===== config.mk =====
export PLATFORM = sky130hd
export DESIGN_NAME = pi_pid_controller_clamped_top_flat
export DESIGN_NICKNAME = d
export VERILOG_FILES = /design/src/rtl/core/pipc_pkg.sv /design/src/rtl/core/pipc_if.sv /design/src/rtl/core/pipc_cfg_regs.sv /design/src/rtl/core/pi_pid_controller_clamped_top.sv /design/src/flat_wrapper.sv
export SDC_FILE = /design/constraint.sdc
export NUM_CORES = 2
export LEC_CHECK = 0
export BUFFER_PORTS_ARGS = -buffer_cell sky130_fd_sc_hd__buf_2
export CAP_MARGIN = 25
export CORE_UTILIZATION = 40
export DETAILED_ROUTE_END_ITERATION = 12
export GPL_TIMING_DRIVEN = 1
export PLACE_DENSITY_LB_ADDON = 0.2
export SYNTH_ARGS = -nofsm -noshare
export SYNTH_HDL_FRONTEND = slang
export SYNTH_HIERARCHICAL = 1
export SYNTH_SLANG_ARGS = --single-unit

===== constraint.sdc =====
create_clock -name clk -period 8.95 [get_ports clk]
set_input_delay 0.895 -clock clk [delete_from_list [all_inputs] [get_ports clk]]
set_output_delay 0.895 -clock clk [all_outputs]
set_load 0.03 [all_outputs]

===== src/rtl/core/pipc_pkg.sv =====
// Shared types and constants for the clamped PI/PID controller.
package pipc_pkg;

	// Configuration register indexes, in register-map order.
	typedef enum logic [2:0] {
		REG_MODE      = 3'd0,
		REG_KP_GAIN   = 3'd1,
		REG_KI_GAIN   = 3'd2,
		REG_KD_GAIN   = 3'd3,
		REG_INTEG_MIN = 3'd4,
		REG_INTEG_MAX = 3'd5,
		REG_DRIVE_MIN = 3'd6,
		REG_DRIVE_MAX = 3'd7
	} cfg_idx_t;

	// Operating mode codes; the unused code behaves as calibration PI.
	localparam logic [1:0] MODE_NORMAL = 2'd0;
	localparam logic [1:0] MODE_CAL    = 2'd1;
	localparam logic [1:0] MODE_PID    = 2'd2;

	localparam int CFG_DATA_W = 32;

	// Deadband limit and the reduced integral gain used inside it (ki * 3277 / 65536).
	localparam logic signed [16:0] DEADBAND    = 17'sd100;
	localparam logic signed [12:0] DB_KI_NUM   = 13'sd3277;
	localparam int                 DB_KI_SHIFT = 16;

	// Current configuration as seen by the datapath.
	typedef struct packed {
		logic [1:0]         mode;
		logic [15:0]        kp_gain;
		logic [15:0]        ki_gain;
		logic [15:0]        kd_gain;
		logic signed [31:0] integ_min;
		logic signed [31:0] integ_max;
		logic signed [31:0] drive_min;
		logic [30:0]        drive_max;
	} cfg_regs_t;

endpackage


===== src/rtl/core/pipc_if.sv =====
// Valid/ready stream interfaces for the controller's input and result channels.
interface pipc_in_if;
	logic               valid;
	logic               ready;
	logic signed [15:0] setpoint;
	logic signed [15:0] feedback;

	modport source(output valid, output setpoint, output feedback, input ready);
	modport sink(input valid, input setpoint, input feedback, output ready);
endinterface

interface pipc_out_if;
	logic               valid;
	logic               ready;
	logic signed [31:0] drive;
	logic signed [16:0] error_value;

	modport source(output valid, output drive, output error_value, input ready);
	modport sink(input valid, input drive, input error_value, output ready);
endinterface


===== src/rtl/core/pipc_cfg_regs.sv =====
// Configuration register file of the controller.
module pipc_cfg_regs (
	input  logic                               clk,
	input  logic                               arst_n,
	input  logic                               cfg_we,
	input  pipc_pkg::cfg_idx_t                 cfg_index,
	input  logic [pipc_pkg::CFG_DATA_W-1:0]    cfg_data,
	output pipc_pkg::cfg_regs_t                regs
);
	import pipc_pkg::*;

	cfg_regs_t regs_q;

	// Each write updates the addressed register; reset loads the open limits.
	always_ff @(posedge clk or negedge arst_n) begin
		if (!arst_n) begin
			regs_q.mode      <= MODE_NORMAL;
			regs_q.kp_gain   <= '0;
			regs_q.ki_gain   <= '0;
			regs_q.kd_gain   <= '0;
			regs_q.integ_min <= 32'sh8000_0000;
			regs_q.integ_max <= 32'sh7fff_ffff;
			regs_q.drive_min <= 32'sh8000_0000;
			regs_q.drive_max <= 31'h7fff_ffff;
		end else if (cfg_we) begin
			case (cfg_index)
				REG_MODE:      regs_q.mode      <= cfg_data[1:0];
				REG_KP_GAIN:   regs_q.kp_gain   <= cfg_data[15:0];
				REG_KI_GAIN:   regs_q.ki_gain   <= cfg_data[15:0];
				REG_KD_GAIN:   regs_q.kd_gain   <= cfg_data[15:0];
				REG_INTEG_MIN: regs_q.integ_min <= signed'(cfg_data[31:0]);
				REG_INTEG_MAX: regs_q.integ_max <= signed'(cfg_data[31:0]);
				REG_DRIVE_MIN: regs_q.drive_min <= signed'(cfg_data[31:0]);
				REG_DRIVE_MAX: regs_q.drive_max <= cfg_data[30:0];
				default: ;
			endcase
		end
	end

	assign regs = regs_q;

endmodule


===== src/rtl/core/pi_pid_controller_clamped_top.sv =====
// Clamped PI/PID controller: five-stage pipeline, one transaction per cycle unless out_ch.ready stalls it.
// Each accepted input transaction moves through the stage 1 to stage 5 registers to the result port.
// Throughput: one transaction per cycle unless out_ch.ready stalls the pipeline; the integrator update
// is a single add-and-clamp in stage 4, so it never holds back the next item.
// Reset (arst_n low, asynchronous): pipeline emptied, integrator and last error
// cleared, configuration returned to its default values.
module pi_pid_controller_clamped_top (
	input  logic                            clk,
	input  logic                            arst_n,
	pipc_in_if.sink                         in_ch,
	pipc_out_if.source                      out_ch,
	input  logic                            cfg_we,
	input  pipc_pkg::cfg_idx_t              cfg_index,
	input  logic [pipc_pkg::CFG_DATA_W-1:0] cfg_data
);
	import pipc_pkg::*;

	cfg_regs_t cfg;

	pipc_cfg_regs u_cfg (
		.clk       (clk),
		.arst_n    (arst_n),
		.cfg_we    (cfg_we),
		.cfg_index (cfg_index),
		.cfg_data  (cfg_data),
		.regs      (cfg)
	);

	// Stage valids and load enables; a stage loads when it is empty or moves on.
	logic v_s1, v_s2, v_s3, v_s4, v_s5;
	logic en1, en2, en3, en4, en5;
	logic in_accept;

	assign en5 = !v_s5 || out_ch.ready;
	assign en4 = !v_s4 || en5;
	assign en3 = !v_s3 || en4;
	assign en2 = !v_s2 || en3;
	assign en1 = !v_s1 || en2;
	assign in_ch.ready = en1;
	assign in_accept = in_ch.valid && en1;

	always_ff @(posedge clk or negedge arst_n) begin
		if (!arst_n) begin
			v_s1 <= 1'b0;
			v_s2 <= 1'b0;
			v_s3 <= 1'b0;
			v_s4 <= 1'b0;
			v_s5 <= 1'b0;
		end else begin
			if (en1) v_s1 <= in_ch.valid;
			if (en2) v_s2 <= v_s1;
			if (en3) v_s3 <= v_s2;
			if (en4) v_s4 <= v_s3;
			if (en5) v_s5 <= v_s4;
		end
	end

	// Stage 1: error, deadband test and the change in error against the last one.
	logic signed [16:0] err_in;
	logic signed [17:0] diff_in;
	logic               db_in;
	logic signed [16:0] last_error_q;
	logic signed [16:0] err_s1;
	logic signed [17:0] diff_s1;
	logic               db_s1;

	assign err_in  = 17'(in_ch.setpoint) - 17'(in_ch.feedback);
	assign diff_in = 18'(err_in) - 18'(last_error_q);
	assign db_in   = (cfg.mode == MODE_NORMAL) && (err_in > -DEADBAND) && (err_in < DEADBAND);

	always_ff @(posedge clk or negedge arst_n) begin
		if (!arst_n) begin
			last_error_q <= '0;
		end else if (in_accept && cfg.mode == MODE_PID) begin
			last_error_q <= err_in;
		end
	end

	always_ff @(posedge clk) begin
		if (en1) begin
			err_s1  <= err_in;
			diff_s1 <= diff_in;
			db_s1   <= db_in;
		end
	end

	// Stage 2: the three gain products.
	logic signed [16:0] kp_s, ki_s, kd_s;
	logic signed [32:0] pprod, iprod;
	logic signed [33:0] dprod;
	logic signed [32:0] pprod_s2, iprod_s2;
	logic signed [33:0] dprod_s2;
	logic signed [16:0] err_s2;
	logic               db_s2;

	assign kp_s  = signed'({1'b0, cfg.kp_gain});
	assign ki_s  = signed'({1'b0, cfg.ki_gain});
	assign kd_s  = signed'({1'b0, cfg.kd_gain});
	assign pprod = db_s1 ? 33'sd0 : err_s1 * kp_s;
	assign iprod = err_s1 * ki_s;
	assign dprod = (cfg.mode == MODE_PID) ? diff_s1 * kd_s : 34'sd0;

	always_ff @(posedge clk) begin
		if (en2) begin
			pprod_s2 <= pprod;
			iprod_s2 <= iprod;
			dprod_s2 <= dprod;
			err_s2   <= err_s1;
			db_s2    <= db_s1;
		end
	end

	// Stage 3: reduced integral term in the deadband, and proportional plus derivative.
	// Inside the deadband the error is below 100, so the product fits in 24 bits.
	logic signed [36:0] db_prod;
	logic signed [32:0] iterm;
	logic signed [34:0] pd_sum;
	logic signed [32:0] iterm_s3;
	logic signed [34:0] pd_s3;
	logic signed [16:0] err_s3;

	assign db_prod = signed'(iprod_s2[23:0]) * DB_KI_NUM;
	assign iterm   = db_s2 ? 33'(signed'(db_prod[36:DB_KI_SHIFT])) : iprod_s2;
	assign pd_sum  = 35'(pprod_s2) + 35'(dprod_s2);

	always_ff @(posedge clk) begin
		if (en3) begin
			iterm_s3 <= iterm;
			pd_s3    <= pd_sum;
			err_s3   <= err_s2;
		end
	end

	// Stage 4: integrator accumulate, lower limit first, then upper limit.
	// The integrator register holds the value that belongs to the item in stage 4.
	logic signed [33:0] integ_sum;
	logic signed [31:0] integ_next;
	logic signed [31:0] integ_q;
	logic signed [34:0] pd_s4;
	logic signed [16:0] err_s4;

	assign integ_sum = 34'(integ_q) + 34'(iterm_s3);

	always_comb begin
		if (integ_sum < 34'(cfg.integ_min)) begin
			integ_next = cfg.integ_min;
		end else begin
			integ_next = integ_sum[31:0];
		end
		if (integ_sum > 34'(cfg.integ_max) || cfg.integ_min > cfg.integ_max) begin
			integ_next = cfg.integ_max;
		end
	end

	always_ff @(posedge clk or negedge arst_n) begin
		if (!arst_n) begin
			integ_q <= '0;
		end else if (en4 && v_s3) begin
			integ_q <= integ_next;
		end
	end

	always_ff @(posedge clk) begin
		if (en4) begin
			pd_s4  <= pd_s3;
			err_s4 <= err_s3;
		end
	end

	// Stage 5: drive sum and output clamp into the result register.
	logic signed [35:0] drive_sum;
	logic signed [35:0] hi_lim, lo_lim;
	logic signed [31:0] drive_next;
	logic signed [31:0] drive_s5;
	logic signed [16:0] err_s5;

	assign drive_sum = 36'(pd_s4) + 36'(integ_q);
	assign hi_lim    = signed'({5'b0, cfg.drive_max});
	assign lo_lim    = (cfg.mode == MODE_PID) ? -hi_lim : 36'(cfg.drive_min);

	always_comb begin
		if (drive_sum > hi_lim) begin
			drive_next = 32'(hi_lim);
		end else begin
			drive_next = drive_sum[31:0];
		end
		if (drive_sum < lo_lim || lo_lim > hi_lim) begin
			drive_next = 32'(lo_lim);
		end
	end

	always_ff @(posedge clk) begin
		if (en5) begin
			drive_s5 <= drive_next;
			err_s5   <= err_s4;
		end
	end

	assign out_ch.valid       = v_s5;
	assign out_ch.drive       = drive_s5;
	assign out_ch.error_value = err_s5;

endmodule


===== src/flat_wrapper.sv =====
// flat-port wrapper written by rule: the top's interface ports become plain ports
module pi_pid_controller_clamped_top_flat import pipc_pkg::*;
  (clk, arst_n, cfg_we, cfg_index, cfg_data, in_ch_valid, in_ch_setpoint, in_ch_feedback, in_ch_ready, out_ch_valid, out_ch_drive, out_ch_error_value, out_ch_ready);
  pipc_in_if in_ch_i ();
  pipc_out_if out_ch_i ();
  input  logic clk;
  input  logic arst_n;
  input  logic cfg_we;
  input  pipc_pkg::cfg_idx_t cfg_index;
  input  logic [pipc_pkg::CFG_DATA_W-1:0] cfg_data;
  input wire logic [$bits(in_ch_i.valid)-1:0] in_ch_valid;
  input wire logic [$bits(in_ch_i.setpoint)-1:0] in_ch_setpoint;
  input wire logic [$bits(in_ch_i.feedback)-1:0] in_ch_feedback;
  output wire logic [$bits(in_ch_i.ready)-1:0] in_ch_ready;
  output wire logic [$bits(out_ch_i.valid)-1:0] out_ch_valid;
  output wire logic [$bits(out_ch_i.drive)-1:0] out_ch_drive;
  output wire logic [$bits(out_ch_i.error_value)-1:0] out_ch_error_value;
  input wire logic [$bits(out_ch_i.ready)-1:0] out_ch_ready;
  assign in_ch_i.valid = in_ch_valid;
  assign in_ch_i.setpoint = in_ch_setpoint;
  assign in_ch_i.feedback = in_ch_feedback;
  assign in_ch_ready = in_ch_i.ready;
  assign out_ch_valid = out_ch_i.valid;
  assign out_ch_drive = out_ch_i.drive;
  assign out_ch_error_value = out_ch_i.error_value;
  assign out_ch_i.ready = out_ch_ready;
  pi_pid_controller_clamped_top u_core (.clk(clk), .arst_n(arst_n), .in_ch(in_ch_i), .out_ch(out_ch_i), .cfg_we(cfg_we), .cfg_index(cfg_index), .cfg_data(cfg_data));
endmodule

* After elaboration in Yosys (flattened, before gate mapping)
Index checks and enable logic that the tools add are counted.
Storage, ports and cells: register bits 571, bits in latches 0, bits in writable memories 0, memory bits (read-only) 0, output and inout bits 51, word-level logic and storage cells 89, memories kept 0
Cells by class: add/sub/neg operators 6, multiply operators 4, div/mod/pow operators 0, $lt $le $gt $ge 8, equality and inequality tests 8, shift operators 0, muxes and demuxes 6, bitwise gates (word level) 0, reduce and logical (&&, ||, !) cells 27
Operators by type and width (number):
- 2-to-1 mux 32 bit | 4
- greater-than comparator 36 x 32 -> 1 bit | 2
- multiplier 17 x 17 -> 33 bit | 2
- multiplier 24 x 13 -> 37 bit, second input constant | 1
- adder 35 x 32 -> 36 bit | 1
- < comparator 36 bit | 1
- 2-to-1 mux 36 bit | 1
- negation 31 -> 36 bit | 1
- adder 33 x 34 -> 35 bit | 1
- adder 32 x 33 -> 34 bit | 1
- greater-than comparator 34 x 32 -> 1 bit | 1
- < comparator 34 x 32 -> 1 bit | 1
- multiplier 18 x 17 -> 34 bit | 1
- 2-to-1 mux 33 bit | 1
- greater-than comparator 32 bit | 1
- subtractor 17 x 17 -> 18 bit | 1
- greater-than comparator 17 x 8 -> 1 bit, second input constant | 1
- < comparator 17 x 8 -> 1 bit, second input constant | 1
- subtractor 16 x 16 -> 17 bit | 1
- AND reduction 2 bit | 8
- equality test 3 bit, second input constant | 4
- logical OR 1 bit | 7
- equality test 3 x 2 -> 1 bit, second input constant | 2
- logical AND 1 bit | 5
- 5 further kinds | 9

* Longest topological paths before layout
depth after elaboration 8, depth in mapped cells 26, depth with buffers taken out 25

* Modules after synthesis
The synthesis kept the hierarchy.
Modules (own cells, without submodules):
- pi_pid_controller_clamped_top | times used 1, cells each 6686, area an instance 62824.0 um^2, seq. area each 11561.1 um^2
- pipc_cfg_regs | times used 1, cells each 384, area an instance 7035.5 um^2, seq. area each 4509.3 um^2

* Worst setup path before layout
OpenSTA, ideal clock, no wires.
path kind register -> register, start point reg u_core.u_cfg.regs_q, in the netlist u_core/u_cfg/regs[135], end point reg u_core.dprod_s2[32] (data pin), arrival time 6.125 ns, required time 8.684 ns, path slack 2.559 ns, stages on the path, launching flop included 25, path buffers 2, period minus slack after synthesis 6.391 ns, cell sequence dfrtp_1 > clkbuf_1 > clkbuf_1 > nand2_1 > fa_1 > inv_1 > fa_1 > fa_1 > fa_1 > fa_1 > inv_1 > fa_1 > inv_1 > ha_1 > and2_1 > and3_1 > a22oi_1 > a31oi_1 > a211oi_1 > o21ai_0 > a21o_1 > a21oi_1 > o21ai_0 > xnor2_1 > nor2_1
On the way: cells in the longest elaborated chain, start to end 1
RTL lines:
- start: declaration | line pipc_cfg_regs.sv:12 | cfg_regs_t regs_q;
- multiplier 18 x 17 -> 34 bit | line pi_pid_controller_clamped_top.sv:101 | assign dprod = (cfg.mode == MODE_PID) ? diff_s1 * kd_s : 34'sd0;
- end signal: assignment | line pi_pid_controller_clamped_top.sv:107 | dprod_s2 <= dprod;
- end: declaration | line pi_pid_controller_clamped_top.sv:92 | logic signed [33:0] dprod_s2;
Every way passes these cells. A chain may end at the register's enable or synchronous reset.

* Worst setup path after layout
start point reg u_core.integ_q[0], end point reg u_core.integ_q[7]
On the way: cells in the longest elaborated chain, start to end 4, elaborated cells between the ends (all ways) 6, those cells by class add/sub: 1; order compare: 2; mux: 2; reduce/logical: 1
RTL lines:
- start: declaration | line pi_pid_controller_clamped_top.sv:138 | logic signed [31:0] integ_q;
- start signal: assignment | line pi_pid_controller_clamped_top.sv:159 | integ_q <= integ_next;
- adder 32 x 33 -> 34 bit (*) | line pi_pid_controller_clamped_top.sv:142 | assign integ_sum = 34'(integ_q) + 34'(iterm_s3);
- < comparator 34 x 32 -> 1 bit or greater-than comparator 34 x 32 -> 1 bit (tied branches) | line pi_pid_controller_clamped_top.sv:145, pi_pid_controller_clamped_top.sv:150
- 2-to-1 mux 32 bit or logical OR 1 bit (tied branches) | line pi_pid_controller_clamped_top.sv:145, pi_pid_controller_clamped_top.sv:150
- 2-to-1 mux 32 bit (*) | line pi_pid_controller_clamped_top.sv:150 | if (integ_sum > 34'(cfg.integ_max) || cfg.integ_min > cfg.integ_max) begin
Every way passes the cells marked *; elsewhere a longest branch is shown, timed or not.

==> metrics.cfg <==
[placed_design]
place.gp.congestion=0.914
dp_hpwl_mm=156
port_buffers=122

[cts]
cts_max_path_buffers=3
path_clk_slew_ps=60
root_buffer=clkbuf_16
holdBufCountCts=0
cts_tree=yes
cts_buffers=73
postCtsSetupBuffers=0
htree_levels=3
cts.sinks=571
clk_latency_ps=680
cts-resized-gates=0

[global_route]
grt_pass1_vias=51396
antenna_found_initial=9
grt_pass1_wl_mm=306
grt_max_degree=76
grt_remaining_overflow=0
grt_usage=0.228

[synth]
synth.net_count=8767
syn_avg_cell_area_um2=9.88
synth_edf_count=340
synth_flop_cell=edfxtp_1
synth.distinct_cells=94
synthCells=7070
ys_ff_latch=571
syn_area_um2=69900
async_reset_ff_frac=0.405
synth_warnings=6
seq_area_frac_synth=0.230

[worst_hold_path]
hold_path.class=in2async

[worst_setup_path]
r2r_cells=24
r2r-end=u_core/integ_q[7]$_DFFE_PN0P_
path_cells=ha_1, fa_1, a21o_1, a21oi_1, o21bai_1, a2111oi_0, o32ai_1, a221oi_1, o21ai_0, a31oi_1, mux2i_1, or2_2, ha_1, nand4_1, or2_2, nor4_1, a211oi_1, o22ai_1, nand2_1, a31oi_4, buf_4, mux2_2, a21oi_1, o21ai_0
cp_top_family=compound AO/OA/AOI/OAI gates
arrival_ps=7970
critPathRequiredTime_ps=9490
endpoint_kind=register
crit_fanout=24
critPathKind=reg2reg
crit_buf_inv=1
reg2reg_from=u_core/integ_q[0]$_DFFE_PN0P_
slowest_stage=a221oi_1
max_stage_delay_ps=770
rrSetupSlack_ps=1510
critPathLaunchType=register

[sta]
fin_tns_setup_ps=0
fin_crit_ps=7440
worst_slew_pin_slew_ps=1070
final.period_utilization=0.831
setup-violations-final=0
rsz0062_at_grt=false
slew_headroom=0.287
hold_viol=0
max_freq_mhz=134
fin_skew_ps=29.5
slew_violations=0

[floorplanning]
start_util=0.402
die_x_um=420
dieArea_um2=176000
fp-row-count=153
core-area_um2=174000
fp.dieH_um=420
io_pins=123

[routing]
wl_per_cell_um=20.7
drtIter0Drc=3002
routed_wl_mm=197
first_pass_iters=5
vias=49072
drc_errors=0
antenna_left=0
vias_per_cell=5.17

[cells_and_area]
syn_to_final_growth_pct=8.00
fill_cells=16913
mostFrequentLayoutCells=inv_1 (1488), fa_1 (943), nand2_1 (684), ha_1 (682), and2_1 (373)
drive_above_1_share=0.0868
final_common_cell=inv_1
fin_nets=8807

[job]
cap_violations=0

[outcome]
outcome=finished clean

==> sequential cells by signal, indices dropped and copies added, names as in the netlist, 17 cells and up <==
signal	cells
u_core/u_cfg/regs	177
u_core/pd_s3	35
u_core/pd_s4	35
u_core/dprod_s2	34
u_core/iprod_s2	33
u_core/iterm_s3	33
u_core/pprod_s2	33
u_core/integ_q	32
u_core/out_ch.drive	32
u_core/diff_s1	18
u_core/err_s1	17
u_core/err_s2	17
u_core/err_s3	17
u_core/err_s4	17
u_core/last_error_q	17
u_core/out_ch.error_value	17
==> logic make-up (layout without fill, tap and decap cells) <==
kind of cell / count (synthesis) / in the layout / share of synthesized area
compound gates: 923 / 923 / 0.0875
xor+xnor: 267 / 267 / 0.0335
fa+ha+maj: 1625 / 1625 / 0.392
buf+inv: 1713 / 1812 / 0.0947
flops: 571 / 571 / 0.230
mux: 235 / 235 / 0.0399
other cells: 0 / 3 / 0
simple gates: 1736 / 1736 / 0.122
==> routing by layer <==
layer	GRT usage	wire, um	up-vias
met4	0.0818	7650	2
li1	-	-	22770
met5	0	11	-
met1	0.305	87000	24954
met2	0.376	92700	1080
met3	0.0341	9300	266
==> cell usage after synthesis, types with 44 or more instances <==
cell type / number / share of area
mux2_4: 50 / 0.011
nor3_1: 93 / 0.0067
xnor2_1: 202 / 0.025
nor2b_1: 45 / 0.0040
ha_1: 682 / 0.12
edfxtp_1: 340 / 0.15
dfrtp_1: 167 / 0.060
nand4_1: 60 / 0.0054
a211oi_1: 44 / 0.0047
nor2_1: 248 / 0.013
inv_1: 1490 / 0.080
nand3_1: 66 / 0.0047
a21o_1: 159 / 0.017
dfstp_2: 64 / 0.024
fa_1: 943 / 0.27
nand2_1: 685 / 0.037
clkbuf_1: 182 / 0.0098
xor2_1: 65 / 0.0081
mux2_2: 148 / 0.024
o21ai_0: 176 / 0.013
a21oi_1: 254 / 0.018
and2_1: 373 / 0.033
==> per-stage QoR <==
step                 util  cell area (um2)  instances  hold slack, ps  worst slack, ps
detailed placement  0.420            72900       9359             405             1500
floorplan               -            69900       7070             400             2560
global route        0.435            75400       9495             206             1010
finish              0.435            75400       9497             170             1510
global placement    0.420            72900       9357             401             1460
CTS                 0.434            75400       9493             152             1490
==> worst max-delay path by stage <==
| stage | start | to | depth (start not counted) |
|---|---|---|---|
| final | u_core/integ_q[0]$_DFFE_PN0P_ | u_core/integ_q[7]$_DFFE_PN0P_ | 24 |
| after global routing | u_core/integ_q[0]$_DFFE_PN0P_ | u_core/integ_q[7]$_DFFE_PN0P_ | 24 |
| after CTS | u_core/integ_q[0]$_DFFE_PN0P_ | u_core/integ_q[7]$_DFFE_PN0P_ | 24 |
| after detailed placement | u_core/integ_q[0]$_DFFE_PN0P_ | u_core/integ_q[7]$_DFFE_PN0P_ | 24 |
| after global placement | u_core/integ_q[0]$_DFFE_PN0P_ | u_core/integ_q[7]$_DFFE_PN0P_ | 24 |
| after floorplan | u_core/u_cfg/regs[135]$_DFFE_PN0P_ | u_core/dprod_s2[32]$_SDFFCE_PN0P_ | 24 |
==> cell type report <==
class | count | area [um2] | area share
antenna | 3 | 7.51 | 0.0000995
clock buffer | 92 | 1990 | 0.0264
timing repair buffer | 186 | 1160 | 0.0154
inverter | 1492 | 5600 | 0.0742
tap | 2325 | 2910 | 0.0386
clock inverter | 42 | 483 | 0.00640
multi-input combinational | 4786 | 47200 | 0.626
sequential | 571 | 16100 | 0.213
Power is not shown: default switching activity piles up to over one toggle a cycle in this logic, so the estimate is an artifact.
